`src/rtl/sme_pkg.sv`:
```
// Package for the stack machine executor: widths, opcodes, status codes and
// the structs passed between the issue and execute stages.
// No dependencies.
`timescale 1ns / 1ps

package sme_pkg;

  localparam int STACK_ENTRIES = 64;
  localparam int MEM_BYTES     = 8 * 1024;
  localparam int CELL_BITS     = 32;

  localparam int OP_W    = 4;
  localparam int NCELL_W = 32;
  localparam int ICHAR_W = 9;
  localparam int PTR_W   = 32;
  localparam int OCHAR_W = 8;
  localparam int STAT_W  = 2;

  localparam int IN_W       = OP_W + NCELL_W + ICHAR_W;
  localparam int IN_TDATA_W = ((IN_W + 7) / 8) * 8;
  localparam int OUT_W      = PTR_W + OCHAR_W + 1 + STAT_W;
  localparam int OUT_TDATA_W = ((OUT_W + 7) / 8) * 8;
  localparam int OUT_PAD_W  = OUT_TDATA_W - OUT_W;

  localparam int SIDX_W     = $clog2(STACK_ENTRIES);
  localparam int SDEP_W     = $clog2(STACK_ENTRIES + 1);
  localparam int SADDR_W    = SIDX_W + 1;
  localparam int SRAM_DEPTH = 2 * (1 << SIDX_W);
  localparam int BADDR_W    = $clog2(MEM_BYTES);

  typedef logic [CELL_BITS-1:0] cell_t;
  typedef logic [PTR_W-1:0]     ptr_t;
  typedef logic [SDEP_W-1:0]    sdep_t;
  typedef logic [SADDR_W-1:0]   saddr_t;
  typedef logic [BADDR_W-1:0]   baddr_t;
  typedef logic [OP_W-1:0]      op_t;
  typedef logic [STAT_W-1:0]    stat_t;

  localparam sdep_t DEP_ONE   = SDEP_W'(1);
  localparam sdep_t DEP_TWO   = SDEP_W'(2);
  localparam sdep_t DEP_THREE = SDEP_W'(3);
  localparam sdep_t DEP_FULL  = SDEP_W'(STACK_ENTRIES);

  localparam logic SEL_DATA   = 1'b0;
  localparam logic SEL_RETURN = 1'b1;

  localparam op_t OP_HALT   = 4'd0;
  localparam op_t OP_DUP    = 4'd1;
  localparam op_t OP_SWAP   = 4'd2;
  localparam op_t OP_DROP   = 4'd3;
  localparam op_t OP_TOR    = 4'd4;
  localparam op_t OP_FROMR  = 4'd5;
  localparam op_t OP_ADD    = 4'd6;
  localparam op_t OP_NAND   = 4'd7;
  localparam op_t OP_QUERY  = 4'd8;
  localparam op_t OP_DOT    = 4'd9;
  localparam op_t OP_SKIP   = 4'd10;
  localparam op_t OP_EXIT   = 4'd11;
  localparam op_t OP_BRANCH = 4'd12;
  localparam op_t OP_LIT    = 4'd13;
  localparam op_t OP_CSTORE = 4'd14;
  localparam op_t OP_CFETCH = 4'd15;

  localparam stat_t ST_RUN   = 2'd0;
  localparam stat_t ST_HALT  = 2'd1;
  localparam stat_t ST_FAULT = 2'd2;

  typedef struct packed {
    logic                 valid;
    op_t                  op;
    logic                 run;
    stat_t                status;
    logic [NCELL_W-1:0]   next_cell;
    logic [ICHAR_W-1:0]   input_char;
    saddr_t               wr_addr;
    logic                 hit_a;
    logic                 hit_b;
    cell_t                fwd_data;
  } issue_t;

  typedef struct packed {
    logic   en;
    saddr_t addr;
    cell_t  data;
  } wr_t;

  typedef struct packed {
    logic   we;
    logic   re;
    baddr_t addr;
    logic [7:0] wdata;
  } bm_req_t;

endpackage

```
`src/rtl/sme_exec.sv`:
```
// Execute stage: top-of-stack register, instruction pointer, byte memory
// access and the output register. Uses sme_pkg.
`timescale 1ns / 1ps

module sme_exec import sme_pkg::*; (
  input  logic                   clk,
  input  logic                   rst,
  input  issue_t                 iss,
  input  cell_t                  srd_a,
  input  cell_t                  srd_b,
  output logic                   commit,
  output wr_t                    wr,
  output bm_req_t                bm,
  input  logic [7:0]             bm_rdata,
  output logic                   m_tvalid,
  input  logic                   m_tready,
  output logic [OUT_TDATA_W-1:0] m_tdata
);

  cell_t             t_reg;
  logic              pend;
  ptr_t              ptr;
  cell_t             t_eff;
  cell_t             a_val;
  cell_t             b_val;
  cell_t             t_new;
  ptr_t              base;
  ptr_t              ptr_next;
  logic              emit;
  logic [OCHAR_W-1:0] ochar;
  ptr_t              out_ptr;
  logic              out_emit;
  logic [OCHAR_W-1:0] out_ochar;
  stat_t             out_status;

  assign t_eff = pend ? cell_t'(bm_rdata) : t_reg;
  assign a_val = iss.hit_a ? iss.fwd_data : srd_a;
  assign b_val = iss.hit_b ? iss.fwd_data : srd_b;

  assign commit = iss.valid && (!m_tvalid || m_tready);

  always_comb begin
    t_new = t_eff;
    base  = ptr;
    emit  = 1'b0;
    ochar = '0;
    if (iss.run) begin
      case (iss.op)
        OP_SWAP, OP_DROP, OP_TOR, OP_SKIP: t_new = a_val;
        OP_FROMR, OP_CSTORE:              t_new = b_val;
        OP_ADD:                           t_new = t_eff + a_val;
        OP_NAND:                          t_new = ~(t_eff & a_val);
        OP_QUERY:                         t_new = cell_t'($signed(iss.input_char));
        OP_LIT:                           t_new = cell_t'($signed(iss.next_cell));
        OP_DOT: begin
          t_new = a_val;
          emit  = 1'b1;
          ochar = t_eff[OCHAR_W-1:0];
        end
        OP_EXIT: begin
          base = PTR_W'(b_val);
        end
        OP_BRANCH: begin
          t_new = a_val;
          base  = ptr + PTR_W'(t_eff);
        end
        default: begin
          t_new = t_eff;
        end
      endcase
    end
  end

  assign ptr_next = base + (((iss.op == OP_LIT) ||
                             ((iss.op == OP_SKIP) && (t_eff != '0))) ? PTR_W'(2) : PTR_W'(1));

  always_comb begin
    wr.en   = 1'b0;
    wr.addr = iss.wr_addr;
    wr.data = t_eff;
    case (iss.op)
      OP_DUP, OP_SWAP, OP_TOR, OP_FROMR, OP_QUERY, OP_LIT: wr.en = commit && iss.run;
      default: wr.en = 1'b0;
    endcase
  end

  always_comb begin
    bm.we    = commit && iss.run && (iss.op == OP_CSTORE);
    bm.re    = commit && iss.run && (iss.op == OP_CFETCH);
    bm.addr  = t_eff[BADDR_W-1:0];
    bm.wdata = a_val[7:0];
  end

  always_ff @(posedge clk) begin
    if (rst) begin
      pend     <= 1'b0;
      ptr      <= '0;
      m_tvalid <= 1'b0;
    end else begin
      if (commit) begin
        pend     <= bm.re;
        m_tvalid <= 1'b1;
        if (iss.run) begin
          ptr <= ptr_next;
        end
      end else if (m_tready) begin
        m_tvalid <= 1'b0;
      end
    end
  end

  always_ff @(posedge clk) begin
    if (commit) begin
      t_reg      <= t_new;
      out_ptr    <= iss.run ? ptr_next : ptr;
      out_emit   <= emit;
      out_ochar  <= ochar;
      out_status <= iss.status;
    end
  end

  assign m_tdata = {{OUT_PAD_W{1'b0}}, out_status, out_emit, out_ochar, out_ptr};

`ifndef SYNTH
  a_hold_on_stall: assert property (@(posedge clk) disable iff (rst)
    (m_tvalid && !m_tready) |-> !commit)
    else $error("execute stage committed over a held result");
`endif

endmodule

```
`config.mk`:
```
export PLATFORM = sky130hd
export DESIGN_NAME = sme_exec
export DESIGN_NICKNAME = d
export VERILOG_FILES = /design/src/rtl/sme_pkg.sv /design/src/rtl/sme_exec.sv
export SDC_FILE = /design/constraint.sdc
export NUM_CORES = 1
export LEC_CHECK = 0
export ABC_AREA = 1
export BUFFER_PORTS_ARGS = -buffer_cell sky130_fd_sc_hd__clkbuf_2
export CORE_UTILIZATION = 51
export CTS_CLUSTER_SIZE = 40
export DETAILED_ROUTE_END_ITERATION = 16
export PLACE_DENSITY = 0.79
export SLEW_MARGIN = 20
export SYNTH_ARGS = -nofsm -noshare
export SYNTH_HDL_FRONTEND = slang
export SYNTH_SLANG_ARGS = --single-unit
```
`constraint.sdc`:
```
create_clock -name clk -period 4.4 [get_ports clk]
set_input_delay 0.66 -clock clk [delete_from_list [all_inputs] [get_ports clk]]
set_output_delay 0.66 -clock clk [all_outputs]
set_load 0.02 [all_outputs]
```
Yosys cells after proc, flatten, opt, wreduce, memory -nomap -nowiden
Index checks and enable logic that the tools add are counted.

storage, ports and cells
  output and inout bits = 113
  register bits = 109

operators by class
  reductions and logical operators = 14
  eq/ne operators = 15
  add/sub/neg operators = 3
  mux-type cells = 13
  bitwise operators = 2

operators by type and width
  kind                count
  $mux 32             6
  $pmux 32 s6         1
  $add 32x32->32      2
  $pmux 32 s2         1
  $add 32x2->32       1
  $and 32x32->32      1
  $eq 4x4->1 const B  8
  $not 32->32         1
  $reduce_bool 32->1  1
  $eq 4x3->1 const B  4
  $reduce_or 6->1     2
  $eq 4x2->1 const B  2
  $logic_and 1x1->1   5
  $eq 4x1->1 const B  1
  $mux 1              4
  $logic_or 1x1->1    2
  $mux 2              1
  $reduce_and 2->1    1
  $reduce_bool 2->1   1
  $reduce_or 2->1     1
  $logic_not 1->1     1

Logic depth before layout (Yosys ltp)
Gate-level depths: netlist of run 1.

  word-level depth = 7
  mapped depth = 31

Worst setup path before layout of run 1
No wires, ideal clock.

  path type = reg-to-reg
  start = reg pend
  end = reg out_ptr[20] (data pin)
  arrival time = 4.132 ns
  cell stages (with the launch flop) = 27
  data required time = 4.132 ns
  slack = 0.000 ns
  period minus slack after synthesis = 4.400 ns
  cells stage by stage = dfxtp_1 inv_2 buf_12 buf_6 clkbuf_1 or2_2 o21ai_0 inv_1 ha_1 inv_1 fa_1 nor2_1 a211oi_1 a21oi_1 fa_1 nand3_1 nor2_4 nand2_2 nor2_4 nand4_1 nor2_2 nand3_2 nor2_4 nand2_4 nor2_1 xor2_1 o21ai_0

RTL lines
  element                 RTL line         text
  from (decl)             sme_exec.sv:21   logic pend;
  from (signal assigned)  sme_exec.sv:101  pend <= bm.re;
  to (signal assigned)    sme_exec.sv:115  out_ptr <= iss.run ? ptr_next : ptr;
  to (decl)               sme_exec.sv:31   ptr_t out_ptr;

Worst setup path after layout of run 1
  start = reg pend
  end = reg out_ptr[24] (data pin)

on the way
  word-level cells in the longest chain between the ends = 7

RTL lines
  element                                                                 RTL line        text
  $mux 32 *                                                               sme_exec.sv:36  assign t_eff = pend ? cell_t'(bm_rdata) : t_reg;
  parallel branches: the longest is 4 deep, another holds $add 32x32->32  n/a
  $add 32x2->32 *                                                         sme_exec.sv:74  assign ptr_next = base + (((iss.op == OP_LIT) ||
  $mux 32 *                                                               n/a

Mark *: on every way between the ends.
A chain may end at the register's enable or synchronous reset.

==> flow_summary.json, run 1 <==
{
  "post-synth-top-count-cell": "nand2_1",
  "cts_sinks": 109,
  "required_ns": 4.50,
  "hp-class": "input pin to flop",
  "portBuffers": 258,
  "finalWirelength_um": 44900,
  "antennaDiodeCount": 0,
  "grt_pass1_wl_um": 67600,
  "fin_nets": 2504,
  "syn2layout_area_growth_pct": 17.7,
  "p_switching_uw": 1630,
  "grt_pass1_vias": 12805,
  "synth_edf_count": 75,
  "yosys.area.top_type": "edfxtp_1",
  "fmax_mhz": 225,
  "grt_max_degree": 60,
  "cp-start-kind": "flop",
  "p_int_uw": 2150,
  "grt_setup_unrepaired": "yes",
  "outcome": "finished with violations",
  "drt_iter0_drc": 1525,
  "async_reset_ff_share_pct": 0,
  "fin_util_pct": 61.9,
  "avgSynthCellArea_um2": 6.13,
  "firstDrtPassIters": 6,
  "p_comb_share_pct": 44.9,
  "hold_depth": 1,
  "finalMaxSlewViolations": 0,
  "synth_common_cells": "530 x nand2_1, 281 x inv_1, 192 x nor2_1",
  "cts_tree": "built",
  "setup_viol": 1,
  "clock_skew_ns": 0.0203,
  "critPathKind": "flop to flop",
  "dieArea_um2": 25100,
  "post-route-drc-count": 0,
  "clkPwrFrac_pct": 21.7,
  "final_hold_viol_count": 0,
  "cts.htree.levels": 3,
  "die_y_um": 159,
  "maxCapViolCount": 0,
  "grt_antenna_before_repair": 0,
  "period_share_pct": 101,
  "powerDensity_nw_per_um2": 257,
  "yosysUniqueCellTypes": 60,
  "seq_power_share_pct": 33.4,
  "worstPathArrival_ns": 4.53,
  "rows": 56,
  "core_area_um2": 23800,
  "netlist_instances": 2037,
  "die_x_um": 159,
  "clockBufferDepth": 2,
  "tns_ns": -0.0357,
  "maxSlewHeadroom_pct": 37.3,
  "yosysSeqAreaShare_pct": 23.5,
  "track_usage_pct": 35.5,
  "pre_cts_slack_ns": -0.734,
  "period_minus_slack_ns": 4.44,
  "rr_worst_depth": 24,
  "cts_buffers": 9,
  "wire_per_inst_um": 17.2,
  "ys.flop_type": "edfxtp_1",
  "leakage_uw": 0.00754,
  "worst_skew_pair.late_latency_ns": 0.37,
  "routed_via_density": 5.59,
  "initial_core_util_pct": 52.6,
  "dp_hpwl_um": 36700,
  "netlist.area_leader.share_pct": 18.0,
  "num_vias": 14601,
  "clock-root-buffer": "clkbuf_16",
  "final_layout_size_suffix_gt1_share_pct": 21.2,
  "end_kind": "flop",
  "worst_slack_ns": -0.0357,
  "cp_max_fo": 9,
  "violations": "negative setup slack",
  "clk_pin_slew_ns": 0.09,
  "ir_drop_mv": 0.165,
  "swShare_pct": 43.0,
  "ys_warn_count": 0,
  "netlist_area_um2": 12500,
  "ioPinCount": 278,
  "grt_overflow": 0,
  "ant_nets": 0,
  "synth_seq_cells": 109,
  "yosys-top-cells-area": "edfxtp_1 18%, nand2_1 16%, inv_1 8.4%",
  "place_congestion": 1.08,
  "tightest_slew_ns": 0.917,
  "hold_buffers": 0
}
worst max-delay path, stage by stage, from the launching register on:
cell	delay [ns]
dfxtp_4	0.40
inv_8	0.06
or2_4	0.23
o21ai_2	0.07
buf_4	0.13
nand4_1	0.18
nor4_4	0.40
nand4_1	0.28
a21oi_2	0.31
buf_4	0.17
ha_4	0.14
fa_2	0.22
nand3_2	0.09
nor2_4	0.12
nand2_2	0.08
nor2_4	0.12
nand4_1	0.11
nor2_2	0.18
nand3_2	0.14
nor2_4	0.17
nand2_4	0.10
nor2_8	0.17
nand4_1	0.13
nand2_2	0.11
o21ai_2	0.06
power groups by stage:
stage               combinational, uW  clock, uW  sequential (uW)
floorplan                        1110          0             1300
global route                     1870        864             1270
CTS                              1640        828             1260
finish                           1700        819             1260
detailed placement               1630          0             1280
global placement                 1610          0             1280
cells by family after synthesis:
kind of cell               share of synthesized area, %
xor gates and xnor gates                           1.68
muxes                                             0.240
adders and majority gates                          5.49
buffers and inverters                              13.4
DFF                                                23.5
and+or+nand+nor                                    34.3
AOI/OAI and AO/OA                                  21.3
other                                            0.0300
metrics by stage:
step                cells  instance area, um2  hold WS (ns)  power [uW]
floorplan            2041               12500         0.506        2410
global placement     2583               14100         0.472        2890
detailed placement   2583               14100         0.488        2910
CTS                  2599               14500         0.465        3720
global route         2610               14700         0.457        4000
finish               2610               14700         0.469        3780
layout by cell type (no fill, tap or decap), types with 9 or more instances in the layout:
cell and n:
nor3_1 13, or2_2 10, nand2_1 528, inv_2 21, nand3_2 9, dfxtp_1 33
nor2_1 189, xor2_1 14, nor2_2 20, o21ai_1 13, nand2_2 27, edfxtp_1 75
clkbuf_16 9, a21oi_1 168, nand2_4 10, ha_1 49, o211ai_1 17, buf_4 66
nand4_1 30, a22oi_1 15, nor2_4 10, inv_1 280, clkbuf_2 258, nand3_1 115
o21ai_0 179
final timing paths:
kind,from,end,slack (ns)
max,pend$_SDFFE_PP0P_,out_ptr[24]$_DFFE_PP_,-0.04
min,iss[83],out_status[1]$_DFFE_PP_,0.47
max reg2reg,pend$_SDFFE_PP0P_,out_ptr[24]$_DFFE_PP_,-0.04
min reg2reg,m_tvalid$_SDFFE_PP0P_,m_tvalid$_SDFFE_PP0P_,0.50
final cells by class:
class	count	area, um2
multi-input combinational	1532	8070
timing repair buffer	327	1840
inverter	307	1160
tap	319	399
sequential	109	2940
clock inverter	6	61.3
fill	2278	9050
clock buffer	10	229
layer usage:
| layer | track usage, % | routed length [um] | vias to the layer above |
|---|---|---|---|
| met5 | 0 | 0 | - |
| met4 | 12.5 | 1360 | 0 |
| met3 | 6.91 | 4670 | 77 |
| met2 | 54.4 | 19500 | 770 |
| met1 | 49.1 | 19400 | 6563 |
| li1 | - | - | 7191 |
timing repair:
action	CTS	global route
buffers inserted	0	11
setup endpoints to repair	43	21
gates resized for setup	15	30
pin swaps	6	20
No activity file was read; power rests on OpenSTA's default activity.
==> run 2: changes to the inputs <==
--- a/config.mk
+++ b/config.mk
@@ -7,10 +7,11 @@
 export LEC_CHECK = 0
 export ABC_AREA = 1
 export BUFFER_PORTS_ARGS = -buffer_cell sky130_fd_sc_hd__clkbuf_2
-export CORE_UTILIZATION = 51
+export CORE_UTILIZATION = 52
+export CTS_BUF_LIST = sky130_fd_sc_hd__clkbuf_4 sky130_fd_sc_hd__clkbuf_8
 export CTS_CLUSTER_SIZE = 40
 export DETAILED_ROUTE_END_ITERATION = 16
-export PLACE_DENSITY = 0.79
+export PLACE_DENSITY = 0.8
 export SLEW_MARGIN = 20
 export SYNTH_ARGS = -nofsm -noshare
 export SYNTH_HDL_FRONTEND = slang
==> flow_summary.json, run 2 (synthesis gave the netlist of run 1 again) <==
{
  "antennaDiodeCount": 0,
  "mostFrequentLayoutCell": "nand2_1",
  "hp-class": "input pin to flop",
  "dp_cells": 2593,
  "portBuffers": 258,
  "final_hold_viol_count": 0,
  "finalMaxSlewViolations": 0,
  "leakage_uw": 0.00752,
  "period_share_pct": 96.2,
  "cts_tree": "built",
  "routed_via_density": 5.69,
  "clk_pin_slew_ns": 0.12,
  "ant_nets": 0,
  "end_kind": "flop",
  "outcome": "completed",
  "setup_viol": 0,
  "wire_per_inst_um": 17.6,
  "grt_max_degree": 50,
  "initial_core_util_pct": 53.1,
  "worstPathArrival_ns": 4.39,
  "power_uw": 3610,
  "dp_hpwl_um": 37000,
  "hold_slack_ns": 0.422,
  "track_usage_pct": 37.0,
  "final_layout_size_suffix_gt1_share_pct": 21.2,
  "fmax_mhz": 236,
  "cts_buffers": 9,
  "die_y_um": 157,
  "place_congestion": 1.04,
  "maxCapViolCount": 0,
  "cp-start-kind": "flop",
  "final_cell_mix": "530 x nand2_1, 280 x inv_1, 258 x clkbuf_2",
  "required_ns": 4.56,
  "core_area_um2": 23500,
  "rows": 56,
  "worst_skew_pair.late_latency_ns": 0.41,
  "ir_drop_mv": 0.159,
  "clock-root-buffer": "clkbuf_8",
  "grt_antenna_before_repair": 0,
  "num_vias": 14904,
  "fin_util_pct": 62.0,
  "firstDrtPassIters": 5,
  "grt_overflow": 0,
  "syn2layout_area_growth_pct": 16.8,
  "hold_buffers": 0,
  "clockBufferDepth": 2,
  "grt_pass1_wl_um": 70000,
  "dieArea_um2": 24600,
  "worst_slack_ns": 0.167,
  "cp_max_fo": 14,
  "powerDensity_nw_per_um2": 248,
  "finalWirelength_um": 46200,
  "drt_iter0_drc": 1799,
  "ioPinCount": 278,
  "fin_nets": 2513,
  "cts_sinks": 109,
  "pre_cts_slack_ns": -0.523,
  "clock_skew_ns": 0.0237,
  "period_minus_slack_ns": 4.23,
  "cts.htree.levels": 3,
  "die_x_um": 157,
  "fill_cells": 2333,
  "tightest_slew_ns": 0.891,
  "grt_pass1_vias": 13238,
  "critPathKind": "flop to flop",
  "fin_cells": 2619,
  "maxSlewHeadroom_pct": 39.1,
  "post-route-drc-count": 0
}
==> run 2: changes by cell type in the layout (fill, tap and decap cells not counted), sizes merged <==
cell / previous run / this run
inv: 303 / 305
buf: 69 / 76
clkbuf: 268 / 270
clkinv: 9 / 7
==> run 2: cell type report <==
class / count / area [um2] / area share (%)
Clock inverter: 6 / 58.8 / 0.403
Clock buffer: 10 / 131 / 0.901
Inverter: 307 / 1160 / 7.95
Sequential cell: 109 / 2940 / 20.1
Multi-Input combinational cell: 1532 / 7980 / 54.7
Timing Repair Buffer: 336 / 1920 / 13.2
Tap cell: 319 / 399 / 2.74
==> run 2: final timing paths <==
kind | from | endpoint | slack [ns] | cells past startpoint
setup reg to reg | pend$_SDFFE_PP0P_ | out_ptr[22]$_DFFE_PP_ | 0.17 | 21
hold / removal | iss[82] | out_status[0]$_DFFE_PP_ | 0.42 | 1
setup / recovery | pend$_SDFFE_PP0P_ | out_ptr[22]$_DFFE_PP_ | 0.17 | 21
hold reg to reg | m_tvalid$_SDFFE_PP0P_ | m_tvalid$_SDFFE_PP0P_ | 0.51 | 2
==> run 2: per-layer routing <==
metal	share of wire, %	GRT usage [%]	vias up	wire length (um)
met5	0	0	-	0
met4	2.8	12.0	0	1300
met3	10	5.51	92	4840
met2	44	58.4	828	20400
met1	42	51.5	6780	19600
li1	-	-	7204	-
==> run 2: per-stage QoR <==
step	TNS, ns	cell area [um2]
4_1_cts	0	14400
3_3_place_gp	-9.99	14200
6_report	0	14600
3_5_place_dp	-12.06	14200
5_1_grt	-0.259	14600
2_1_floorplan	0	12500
==> run 2: where the power goes <==
| group | internal, uW | total (uW) | switching (uW) |
|---|---|---|---|
| Sequential | 1200 | 1260 | 62.0 |
| Combinational | 553 | 1700 | 1150 |
| Clock | 226 | 649 | 423 |
| Total | 1980 | 3610 | 1640 |
==> run 2: critical path: stages, from the launching register on <==
cell     delay (ns)
dfxtp_4        0.38
buf_4          0.22
o21ai_2        0.29
nand4_1        0.24
nor4_4         0.32
nand4_1        0.25
a21oi_2        0.23
buf_4          0.16
ha_4           0.14
fa_2           0.22
nand3_2        0.10
nor2_4         0.13
nand2_2        0.08
nor2_4         0.09
nand4_1        0.11
nor2_2         0.18
nand3_2        0.12
nor2_4         0.19
nand2_4        0.10
nor2_8         0.16
xor2_2         0.17
o21ai_1        0.08
==> run 2: repair_timing <==
item / in CTS / in global routing
gates cloned: 0 / 2
pin swaps: 0 / 12
resized for setup: 5 / 21
setup endpoints to repair: 31 / 21
buffers inserted: 0 / 8
