`src/rtl/sme_pkg.sv`:
```
// Package for the stack machine executor: widths, opcodes, status codes and
// the structs passed between the issue and execute stages.
// No dependencies.
`timescale 1ns / 1ps

package sme_pkg;

  localparam int STACK_ENTRIES = 64;
  localparam int MEM_BYTES     = 8 * 1024;
  localparam int CELL_BITS     = 32;

  localparam int OP_W    = 4;
  localparam int NCELL_W = 32;
  localparam int ICHAR_W = 9;
  localparam int PTR_W   = 32;
  localparam int OCHAR_W = 8;
  localparam int STAT_W  = 2;

  localparam int IN_W       = OP_W + NCELL_W + ICHAR_W;
  localparam int IN_TDATA_W = ((IN_W + 7) / 8) * 8;
  localparam int OUT_W      = PTR_W + OCHAR_W + 1 + STAT_W;
  localparam int OUT_TDATA_W = ((OUT_W + 7) / 8) * 8;
  localparam int OUT_PAD_W  = OUT_TDATA_W - OUT_W;

  localparam int SIDX_W     = $clog2(STACK_ENTRIES);
  localparam int SDEP_W     = $clog2(STACK_ENTRIES + 1);
  localparam int SADDR_W    = SIDX_W + 1;
  localparam int SRAM_DEPTH = 2 * (1 << SIDX_W);
  localparam int BADDR_W    = $clog2(MEM_BYTES);

  typedef logic [CELL_BITS-1:0] cell_t;
  typedef logic [PTR_W-1:0]     ptr_t;
  typedef logic [SDEP_W-1:0]    sdep_t;
  typedef logic [SADDR_W-1:0]   saddr_t;
  typedef logic [BADDR_W-1:0]   baddr_t;
  typedef logic [OP_W-1:0]      op_t;
  typedef logic [STAT_W-1:0]    stat_t;

  localparam sdep_t DEP_ONE   = SDEP_W'(1);
  localparam sdep_t DEP_TWO   = SDEP_W'(2);
  localparam sdep_t DEP_THREE = SDEP_W'(3);
  localparam sdep_t DEP_FULL  = SDEP_W'(STACK_ENTRIES);

  localparam logic SEL_DATA   = 1'b0;
  localparam logic SEL_RETURN = 1'b1;

  localparam op_t OP_HALT   = 4'd0;
  localparam op_t OP_DUP    = 4'd1;
  localparam op_t OP_SWAP   = 4'd2;
  localparam op_t OP_DROP   = 4'd3;
  localparam op_t OP_TOR    = 4'd4;
  localparam op_t OP_FROMR  = 4'd5;
  localparam op_t OP_ADD    = 4'd6;
  localparam op_t OP_NAND   = 4'd7;
  localparam op_t OP_QUERY  = 4'd8;
  localparam op_t OP_DOT    = 4'd9;
  localparam op_t OP_SKIP   = 4'd10;
  localparam op_t OP_EXIT   = 4'd11;
  localparam op_t OP_BRANCH = 4'd12;
  localparam op_t OP_LIT    = 4'd13;
  localparam op_t OP_CSTORE = 4'd14;
  localparam op_t OP_CFETCH = 4'd15;

  localparam stat_t ST_RUN   = 2'd0;
  localparam stat_t ST_HALT  = 2'd1;
  localparam stat_t ST_FAULT = 2'd2;

  typedef struct packed {
    logic                 valid;
    op_t                  op;
    logic                 run;
    stat_t                status;
    logic [NCELL_W-1:0]   next_cell;
    logic [ICHAR_W-1:0]   input_char;
    saddr_t               wr_addr;
    logic                 hit_a;
    logic                 hit_b;
    cell_t                fwd_data;
  } issue_t;

  typedef struct packed {
    logic   en;
    saddr_t addr;
    cell_t  data;
  } wr_t;

  typedef struct packed {
    logic   we;
    logic   re;
    baddr_t addr;
    logic [7:0] wdata;
  } bm_req_t;

endpackage

```
`src/rtl/sme_ctrl.sv`:
```
// Issue stage: stack depth tracking, fault and halt decisions, stack RAM
// read addressing and write-forwarding capture. Uses sme_pkg.
`timescale 1ns / 1ps

module sme_ctrl import sme_pkg::*; (
  input  logic               clk,
  input  logic               rst,
  input  logic               s_tvalid,
  output logic               s_tready,
  input  op_t                command,
  input  logic [NCELL_W-1:0] next_cell,
  input  logic [ICHAR_W-1:0] input_char,
  input  logic               commit,
  input  wr_t                wr,
  output logic               rd_en,
  output saddr_t             rd_addr_a,
  output saddr_t             rd_addr_b,
  output issue_t             iss
);

  sdep_t  d;
  sdep_t  rd;
  logic   halted;
  sdep_t  d_next;
  sdep_t  rd_next;
  logic   fault;
  saddr_t wr_addr;
  logic   accept;

  function automatic saddr_t dslot(input sdep_t x);
    return {SEL_DATA, x[SIDX_W-1:0]};
  endfunction

  function automatic saddr_t rslot(input sdep_t x);
    return {SEL_RETURN, x[SIDX_W-1:0]};
  endfunction

  assign s_tready = !iss.valid || commit;
  assign accept   = s_tvalid && s_tready;
  assign rd_en    = accept;

  assign rd_addr_a = dslot(d - DEP_TWO);
  assign rd_addr_b = (command == OP_CSTORE) ? dslot(d - DEP_THREE) : rslot(rd - DEP_ONE);

  always_comb begin
    fault   = 1'b0;
    d_next  = d;
    rd_next = rd;
    wr_addr = dslot(d - DEP_ONE);
    case (command)
      OP_HALT: begin
      end
      OP_DUP: begin
        fault  = (d < DEP_ONE) || (d == DEP_FULL);
        d_next = d + DEP_ONE;
      end
      OP_SWAP: begin
        fault   = d < DEP_TWO;
        wr_addr = dslot(d - DEP_TWO);
      end
      OP_TOR: begin
        fault   = (d < DEP_ONE) || (rd == DEP_FULL);
        d_next  = d - DEP_ONE;
        rd_next = rd + DEP_ONE;
        wr_addr = rslot(rd);
      end
      OP_FROMR: begin
        fault   = (rd < DEP_ONE) || (d == DEP_FULL);
        d_next  = d + DEP_ONE;
        rd_next = rd - DEP_ONE;
      end
      OP_ADD, OP_NAND: begin
        fault  = d < DEP_TWO;
        d_next = d - DEP_ONE;
      end
      OP_QUERY, OP_LIT: begin
        fault  = d == DEP_FULL;
        d_next = d + DEP_ONE;
      end
      OP_DROP, OP_DOT, OP_SKIP, OP_BRANCH: begin
        fault  = d < DEP_ONE;
        d_next = d - DEP_ONE;
      end
      OP_EXIT: begin
        fault   = rd < DEP_ONE;
        rd_next = rd - DEP_ONE;
      end
      OP_CSTORE: begin
        fault  = d < DEP_TWO;
        d_next = d - DEP_TWO;
      end
      OP_CFETCH: begin
        fault = d < DEP_ONE;
      end
      default: begin
        fault = 1'b0;
      end
    endcase
  end

  always_ff @(posedge clk) begin
    if (rst) begin
      d         <= '0;
      rd        <= '0;
      halted    <= 1'b0;
      iss.valid <= 1'b0;
    end else begin
      if (accept) begin
        iss.valid      <= 1'b1;
        iss.op         <= command;
        iss.run        <= !halted && !fault && (command != OP_HALT);
        iss.status     <= (halted || command == OP_HALT) ? ST_HALT :
                          fault ? ST_FAULT : ST_RUN;
        iss.next_cell  <= next_cell;
        iss.input_char <= input_char;
        iss.wr_addr    <= wr_addr;
        iss.hit_a      <= wr.en && (wr.addr == rd_addr_a);
        iss.hit_b      <= wr.en && (wr.addr == rd_addr_b);
        iss.fwd_data   <= wr.data;
        if (!halted && !fault) begin
          d  <= d_next;
          rd <= rd_next;
          if (command == OP_HALT) begin
            halted <= 1'b1;
          end
        end
      end else if (commit) begin
        iss.valid <= 1'b0;
      end
    end
  end

`ifndef SYNTH
  a_depth_bound: assert property (@(posedge clk) disable iff (rst)
    (d <= DEP_FULL) && (rd <= DEP_FULL))
    else $error("stack depth beyond capacity");

  a_halt_sticky: assert property (@(posedge clk) disable iff (rst)
    halted |=> halted)
    else $error("halted flag cleared without reset");

  a_run_status: assert property (@(posedge clk) disable iff (rst)
    (iss.valid && iss.run) |-> (iss.status == ST_RUN))
    else $error("executing item carries a non-running status");
`endif

endmodule

```
`config.mk`:
```
export PLATFORM = sky130hd
export DESIGN_NAME = sme_ctrl
export DESIGN_NICKNAME = d
export VERILOG_FILES = /design/src/rtl/sme_pkg.sv /design/src/rtl/sme_ctrl.sv
export SDC_FILE = /design/constraint.sdc
export NUM_CORES = 1
export LEC_CHECK = 0
export ABC_AREA = 0
export BUFFER_PORTS_ARGS = -buffer_cell sky130_fd_sc_hd__buf_4
export CAP_MARGIN = 20
export CORE_MARGIN = 2
export CORE_UTILIZATION = 40
export CTS_BUF_LIST = sky130_fd_sc_hd__clkbuf_16
export CTS_CLUSTER_SIZE = 28
export DETAILED_ROUTE_END_ITERATION = 12
export PLACE_DENSITY = 0.68
export SYNTH_ARGS = -nofsm -noshare
export SYNTH_HDL_FRONTEND = slang
export SYNTH_SLANG_ARGS = --single-unit
```
`constraint.sdc`:
```
create_clock -name clk -period 6.18 [get_ports clk]
set_clock_uncertainty 0.15 [all_clocks]
set_input_delay 0.618 -clock clk [delete_from_list [all_inputs] [get_ports clk]]
set_output_delay 0.618 -clock clk [all_outputs]
set_load 0.02 [all_outputs]
```
======== After elaboration in Yosys (flattened, before gate mapping) ========
Index checks and enable logic that the tools add are counted.
W data, S select, Z words.
cells by class
  $add $sub $neg .......................... 6
  multipliers ............................. 0
  div/mod/pow operators ................... 0
  $lt $le $gt $ge ......................... 3
  equal/unequal tests ..................... 19
  shifts and indexed selects .............. 0
  muxes and demuxes ....................... 8
  bitwise operators ....................... 1
  reduce and logical (&&, ||, !) cells .... 28
operator list
  kind                   count
  $eq A4 B4 Y1 const B   8
  $pmux W7 S2            2
  $pmux W7 S3            1
  $eq A4 B3 Y1 const B   4
  $add A7 B1 Y7 const B  2
  $eq A7 B7 Y1 const B   2
  $lt A7 B1 Y1 const B   2
  $sub A7 B1 Y7 const B  2
  $reduce_and A3 Y1      3
  $eq A4 B2 Y1 const B   2
  $reduce_or A4 Y1       2
  $eq A7 B6 Y1           1
  $eq A7 B7 Y1           1
  $lt A7 B2 Y1 const B   1
  $mux W7                1
  $pmux W1 S7            1
  $reduce_or A7 Y1       1
  $sub A7 B2 Y7 const B  1
  $sub A6 B2 Y6 const B  1
  $logic_and A1 B1 Y1    5
  $logic_or A1 B1 Y1     5
  $reduce_or A5 Y1       1
  $eq A4 B1 Y1 const B   1
  $logic_not A4 Y1       1
  9 further kinds        14
word-level totals
  flip-flop bits (word level) ............. 105
  bits in latches ......................... 0
  memory bits (writable) .................. 0
  bits in read-only memories .............. 0
  input port bits ......................... 89
  output and inout port bits .............. 106
  word-level logic and storage cells ...... 78
  memories ................................ 0

======== Logic depth before layout (Yosys ltp) ========
Gate-level depths: netlist of run 1.
  depth in word-level cells ............... 6
  gate-level depth with buffers ........... 11
  depth with buffers taken out ............ 8

======== Worst setup path before layout of run 1 ========
Ideal clock, no wire load.
  path type ............................... input port to flip-flop
  start point ............................. input port rst
  end point ............................... register iss[0] (netlist bit), enable pin
  setup time .............................. 0.537 ns
  arrival time ............................ 4.763 ns
  data required time ...................... 5.493 ns
  path slack .............................. 0.730 ns
  stages .................................. 3
  path buffers ............................ 2
  path through ............................ clkbuf_1 -> buf_1 -> nor2_1
between the ends
  longest elaborated chain between the ends .. 2
ends and longest elaborated chain
  element                             RTL line        source
  start: declaration                  sme_ctrl.sv:7   input logic rst,
  $not A1 Y1 (no source line)         -
  $reduce_and A2 Y1 (no source line)  -
  end: declaration                    sme_ctrl.sv:18  output issue_t iss
No other way between the ends.
A chain may end at the register's enable or synchronous reset.

======== Worst setup path in the final report of run 1 ========
  start point ............................. register d[2]
  end point ............................... output port rd_addr_b[5]
between the ends
  longest elaborated chain between the ends .. 2
ends and longest elaborated chain
  element                   RTL line         source
  start: declaration        sme_ctrl.sv:21   sdep_t d;
  start signal: assignment  sme_ctrl.sv:121  d <= d_next;
  $sub A6 B2 Y6             sme_ctrl.sv:43   assign rd_addr_b = (command == OP_CSTORE) ? dslot(d - DEP_THREE) : rslot(rd - DEP_ONE);
  $mux W7                   sme_ctrl.sv:43
  end: declaration          sme_ctrl.sv:17   output saddr_t rd_addr_b,
No other way between the ends.

==> flow_summary.yaml, run 1 <==
status:
  status: "completed"
global_routing:
  grt_start_max_net_pins: 88
  antenna_found_initial: 0
  grt_first_pass_wirelength_um: 20200
  first_global_vias: 3591
  gr-total-overflow: 0
  grt_usage: 0.205
setup_path:
  worstPathRequired_ns: 5.41
  startpoint_type: "flip-flop"
  cp_num_buf_inv: 2
  cpMaxStageDelayCell: "dfxtp_1"
  arrival_ns: 2.58
  regToRegStartpoint: "d[2]"
  r2r-end: "d[1]"
  critPathTopFamily: "compound AO/OA/AOI/OAI gates"
  r2r_slack_ns: 3.10
  endpoint_kind: "primary output"
  max_stage_delay_ns: 0.62
  timing.reg2reg.worst_path_depth: 8
  path_class: "flip-flop to primary output"
  crit_chain: "inv_1, ha_1, a2111oi_0, xor2_1, nand2_1, o21ai_0, buf_4"
  worstPathMaxFanout: 13
synth:
  synth.cell_area_um2: 4840
  syn_inst: 388
  async_flop_share: 0
  synth-edff-count: 89
  yosysUniqueCellTypes: 68
  synthFlopType: "edfxtp_1"
  yosysSeqAreaShare: 0.618
  synth_seq_cells: 105
  ys_warn_count: 0
  syn_avg_cell_area_um2: 12.5
  syn_nets: 486
clocking:
  ctsResizeCount: 0
  cts_inserted_buffers: 9
  path_clk_slew_ns: 0.07
  cts_buffer_depth: 2
  cts_max_level: 3
  hold_buffers: 0
  cts_setup_buffers: 0
  tritoncts: "built"
  insertion_delay_ns: 0.34
  clkSinkCount: 105
  cts_root_buffer: "clkbuf_16"
timing:
  report.final.setup_viol: 0
  fin_crit_sh: 0.541
  relSlewSlack: 0.271
  finalWorstSetupSlack_ns: 2.83
  fmax_mhz: 299
  rsz0062_at_grt: "no"
  period_minus_slack_ns: 3.35
  hold_violations: 0
  tns_ns: 0
  worstMarginPinSlew_ns: 1.09
  whs_ns: 0.296
  slew_violations: 0
route:
  vias_per_cell: 5.39
  via_count: 3872
  drt_pass1_iterations: 6
  drtAntennaViolNets: 0
  routedWlPerCell_um: 19.0
  drtIter0Drc: 416
  drcViolationCount: 0
  routed_wl_um: 13700
final_layout:
  final_common_cell: "buf_4"
  utilization: 0.561
  nets: 666
  antenna_cells: 0
  layout-drive-gt1-share: 0.400
  fin_area_um2: 6680
  most-common-layout-cells: "buf_4, edfxtp_1, nand2_1"
  area_growth_pct: 38.0
power_and_ir_drop:
  power.density_nw_per_um2: 290
  p_leak_uw: 0.00271
  irDropWorstVdd_mv: 0.116
hold_path:
  min_path_type: "input pin to flip-flop"
  worstHoldEndpoint: "iss[52]"
  holdPathStages: 1
  min_from: "next_cell[2]"
placed_design:
  hpwl_um: 10100
  gp_congestion: 0.881
  pre_cts_ws_ns: 3.00
  postPlaceCellArea_um2: 6370
  io_buffer_count: 193
job:
  drv_cap: 0
floorplanning:
  initial_core_util: 0.407
  die_y_um: 114
  num_rows: 40
  num_io_pins: 195
  coreArea_um2: 11900
  dieArea_um2: 13000
  dieWidth_um: 114
==> cell families (layout without fill, tap and decap cells) <==
| family | after synthesis | count (layout) | synth area share |
|---|---|---|---|
| and+or+nand+nor | 108 | 108 | 0.116 |
| xor gates and xnor gates | 28 | 28 | 0.0537 |
| other | 1 | 1 | 0.000774 |
| AOI/OAI and AO/OA | 97 | 97 | 0.149 |
| adders and majority gates | 9 | 9 | 0.0233 |
| buffers and inverters | 39 | 223 | 0.0370 |
| muxes | 1 | 1 | 0.00233 |
| DFF | 105 | 105 | 0.618 |
==> final cells by class <==
type	count	area, um^2
clock inverters	6	88.8
flip-flops and latches	105	2990
fillers	1032	5230
inverters	13	48.8
multi-input cells	244	1680
well taps	147	184
clock buffers	9	225
repair buffers	195	1460
==> per-layer routing <==
metal	wire length, um	GRT usage	vias up
li1	-	-	1813
met1	5580	0.264	1869
met2	6750	0.340	172
met3	1060	0.0489	18
met4	301	0.0683	0
met5	0	0	-
==> per-stage QoR <==
step                power [uW]  cells
floorplan                 1160    388
global placement          1330    704
detailed placement        1340    704
CTS                       1950    719
global route              2020    719
finish                    1940    719
==> worst max path at each step <==
| stage | from | end | slack [ns] | depth (start not counted) |
|---|---|---|---|---|
| floorplan | rst | iss[0] | 0.73 | 3 |
| global route | d[2] | rd_addr_b[5] | 2.69 | 7 |
| CTS | d[2] | rd_addr_b[5] | 2.82 | 7 |
| detailed placement | command[2] | rd_addr_b[2] | 3.00 | 6 |
| finish | d[2] | rd_addr_b[5] | 2.83 | 7 |
| global placement | command[2] | rd_addr_b[2] | 3.07 | 6 |
==> sequential cells by signal, summed over array words and instances (netlist names) <==
signal and flops:
d 7, halted 1, rd 7, iss 90
==> cells in the mapped netlist, drive strengths merged (3+ instances only) <==
cell | count | area, um^2
nor3 | 9 | 50.1
a31o | 5 | 43.8
o221ai | 6 | 70.1
or4 | 3 | 26.3
a211o | 3 | 27.5
a211oi | 7 | 57.6
or3 | 4 | 25.0
inv | 13 | 48.8
buf | 17 | 96.3
a21boi | 3 | 22.5
ha | 9 | 113
and3 | 3 | 18.8
nor2b | 3 | 18.8
a2111oi | 4 | 41.3
nand2 | 32 | 120
a21bo | 3 | 36.3
o21ai | 19 | 95.1
nand3 | 3 | 15.0
edfxtp | 89 | 2670
o22ai | 4 | 25.0
a22oi | 3 | 22.5
xnor2 | 8 | 70.1
nor2 | 23 | 86.3
dfxtp | 16 | 320
clkbuf | 9 | 33.8
a21oi | 22 | 121
xor2 | 19 | 166
nand2b | 5 | 31.3
nand4 | 8 | 50.1
nor3b | 4 | 30.0
==> power by group <==
group          switching, uW  internal, uW
Clock                    256           355
Combinational            272           203
Sequential              35.9           816
Power figures use the tool's default switching activity.
==> inputs of run 2 (changes only) <==
==> constraint.sdc (replaced) <==
create_clock -name clk -period 3.5 [get_ports clk]
set_clock_uncertainty 0.15 [all_clocks]
set_input_delay 0.35 -clock clk [delete_from_list [all_inputs] [get_ports clk]]
set_output_delay 0.35 -clock clk [all_outputs]
set_load 0.02 [all_outputs]
==> run 2 against run 1 <==
  * Final cell count is 1.1% higher
  * Flip-flop and latch count stayed put
  * Global-route usage is 0.43 points lower
  * Via count is 0.44% lower
  * Utilization is 0.074 points higher
  * Largest power group unchanged
==> flow_summary.yaml, run 2 (synthesis gave the netlist of run 1 again) <==
route:
  routed_wl_um: 13400
  drcViolationCount: 0
  drtIter0Drc: 408
  drt_pass1_iterations: 4
  via_count: 3855
  routedWlPerCell_um: 18.5
  vias_per_cell: 5.30
  drtAntennaViolNets: 0
clocking:
  cts_root_buffer: "clkbuf_16"
  cts_inserted_buffers: 9
  cts_max_level: 3
  insertion_delay_ns: 0.34
  hold_buffers: 0
  path_clk_slew_ns: 0.07
  cts_setup_buffers: 0
  tritoncts: "built"
  ctsResizeCount: 0
  cts_buffer_depth: 2
  clkSinkCount: 105
setup_path:
  cpMaxStageDelayCell: "dfxtp_1"
  r2r_slack_ns: 0.57
  endpoint_kind: "primary output"
  crit_chain: "inv_1, ha_1, a2111oi_0, xor2_1, nand2_1, o21ai_0, buf_4"
  cp_num_buf_inv: 2
  max_stage_delay_ns: 0.60
  regToRegStartpoint: "d[2]"
  critPathTopFamily: "compound AO/OA/AOI/OAI gates"
  arrival_ns: 2.52
  startpoint_type: "flip-flop"
  r2r-end: "d[0]"
  worstPathMaxFanout: 13
  worstPathRequired_ns: 3.00
  timing.reg2reg.worst_path_depth: 8
  path_class: "flip-flop to primary output"
timing:
  fin_crit_sh: 0.863
  period_minus_slack_ns: 3.02
  report.final.setup_viol: 0
  relSlewSlack: 0.539
  tns_ns: 0
  fmax_mhz: 331
  rsz0062_at_grt: "no"
  slew_violations: 0
  worstMarginPinSlew_ns: 0.687
  hold_violations: 0
floorplanning:
  num_rows: 40
  num_io_pins: 195
  coreArea_um2: 11900
  die_y_um: 114
  initial_core_util: 0.407
  dieArea_um2: 13000
  dieWidth_um: 114
placed_design:
  gp_congestion: 0.931
  io_buffer_count: 193
  hpwl_um: 10300
hold_path:
  min_path_type: "input pin to flip-flop"
  min_from: "next_cell[4]"
  holdPathStages: 1
  worstHoldEndpoint: "iss[54]"
power_and_ir_drop:
  power.density_nw_per_um2: 489
  total_power_uw: 3270
  irDropWorstVdd_mv: 0.271
  p_leak_uw: 0.00272
final_layout:
  nets: 673
  antenna_cells: 0
  reg_top3: "iss (90), d (7), rd (7)"
  final_common_cell: "buf_4"
  most-common-layout-cells: "buf_4, edfxtp_1, nand2_1"
  top_register: "iss"
  largest_register_ffs: 90
  layout-drive-gt1-share: 0.407
  area_growth_pct: 38.2
  filler_cell_count: 1030
global_routing:
  gr-total-overflow: 0
  first_global_vias: 3574
  grt_start_max_net_pins: 22
  grt_first_pass_wirelength_um: 19700
  grt_usage: 0.200
  antenna_found_initial: 0
job:
  drv_cap: 0
status:
  status: "completed"
[run 2: changes by cell type in the layout (fill, tap and decap cells not counted), sizes merged]
cell      delta
bufinv       -2
buf          +7
clkinv       +1
inv          +1
clkinvlp     +1
[run 2: worst max-delay path by stage]
| stage | from | endpoint | slack [ns] | cells after the start |
|---|---|---|---|---|
| 6_report | d[2] | rd_addr_b[5] | 0.48 | 7 |
| 5_1_grt | d[2] | rd_addr_b[5] | 0.35 | 7 |
| 4_1_cts | d[2] | rd_addr_b[5] | 0.49 | 7 |
| 3_5_place_dp | d[2] | d[0] | 0.67 | 8 |
| 3_3_place_gp | d[2] | rd[5] | 0.78 | 9 |
| 2_1_floorplan | d[2] | rd[5] | 0.63 | 11 |
[run 2: report_power, final]
part           total [uW]  switching (uW)  internal, uW
Combinational         864             498           366
Clock                 927             446           481
Sequential           1480            44.0          1440
[run 2: per-stage QoR]
stage                     worst slack [ns]  instances  utilization  hold slack (ns)  area (um^2)
after global routing                 0.353        727        0.562           0.0118         6690
final                                0.481        727        0.562           0.0280         6690
after CTS                            0.491        727        0.562           0.0159         6690
after detailed placement             0.668        711        0.539            0.379         6420
after global placement               0.776        711        0.539            0.378         6420
after floorplan                      0.625        388            -            0.299         4850
[run 2: worst reg2reg max path: stages (launching register included)]
cell and delay, ns:
dfxtp_1 0.60, inv_1 0.18, ha_1 0.33, a21bo_4 0.26, o22ai_1 0.10, a211o_2 0.40
a211oi_2 0.30, o211ai_1 0.17, mux2_1 0.34
[run 2: per-layer routing]
layer	part of all wire	vias up	GRT usage
li1	-	1834	-
met1	0.39	1826	0.241
met2	0.51	176	0.350
met3	0.082	19	0.0521
met4	0.018	0	0.0683
met5	0	-	0
[run 2: layout make-up]
| class | count | area [um^2] | area share |
|---|---|---|---|
| well taps | 147 | 184 | 0.0275 |
| repair buffers | 202 | 1520 | 0.227 |
| flip-flops and latches | 105 | 2990 | 0.447 |
| clock buffers | 9 | 225 | 0.0337 |
| clock inverters | 7 | 45.0 | 0.00673 |
| multi-input cells | 244 | 1680 | 0.251 |
| inverters | 13 | 48.8 | 0.00729 |
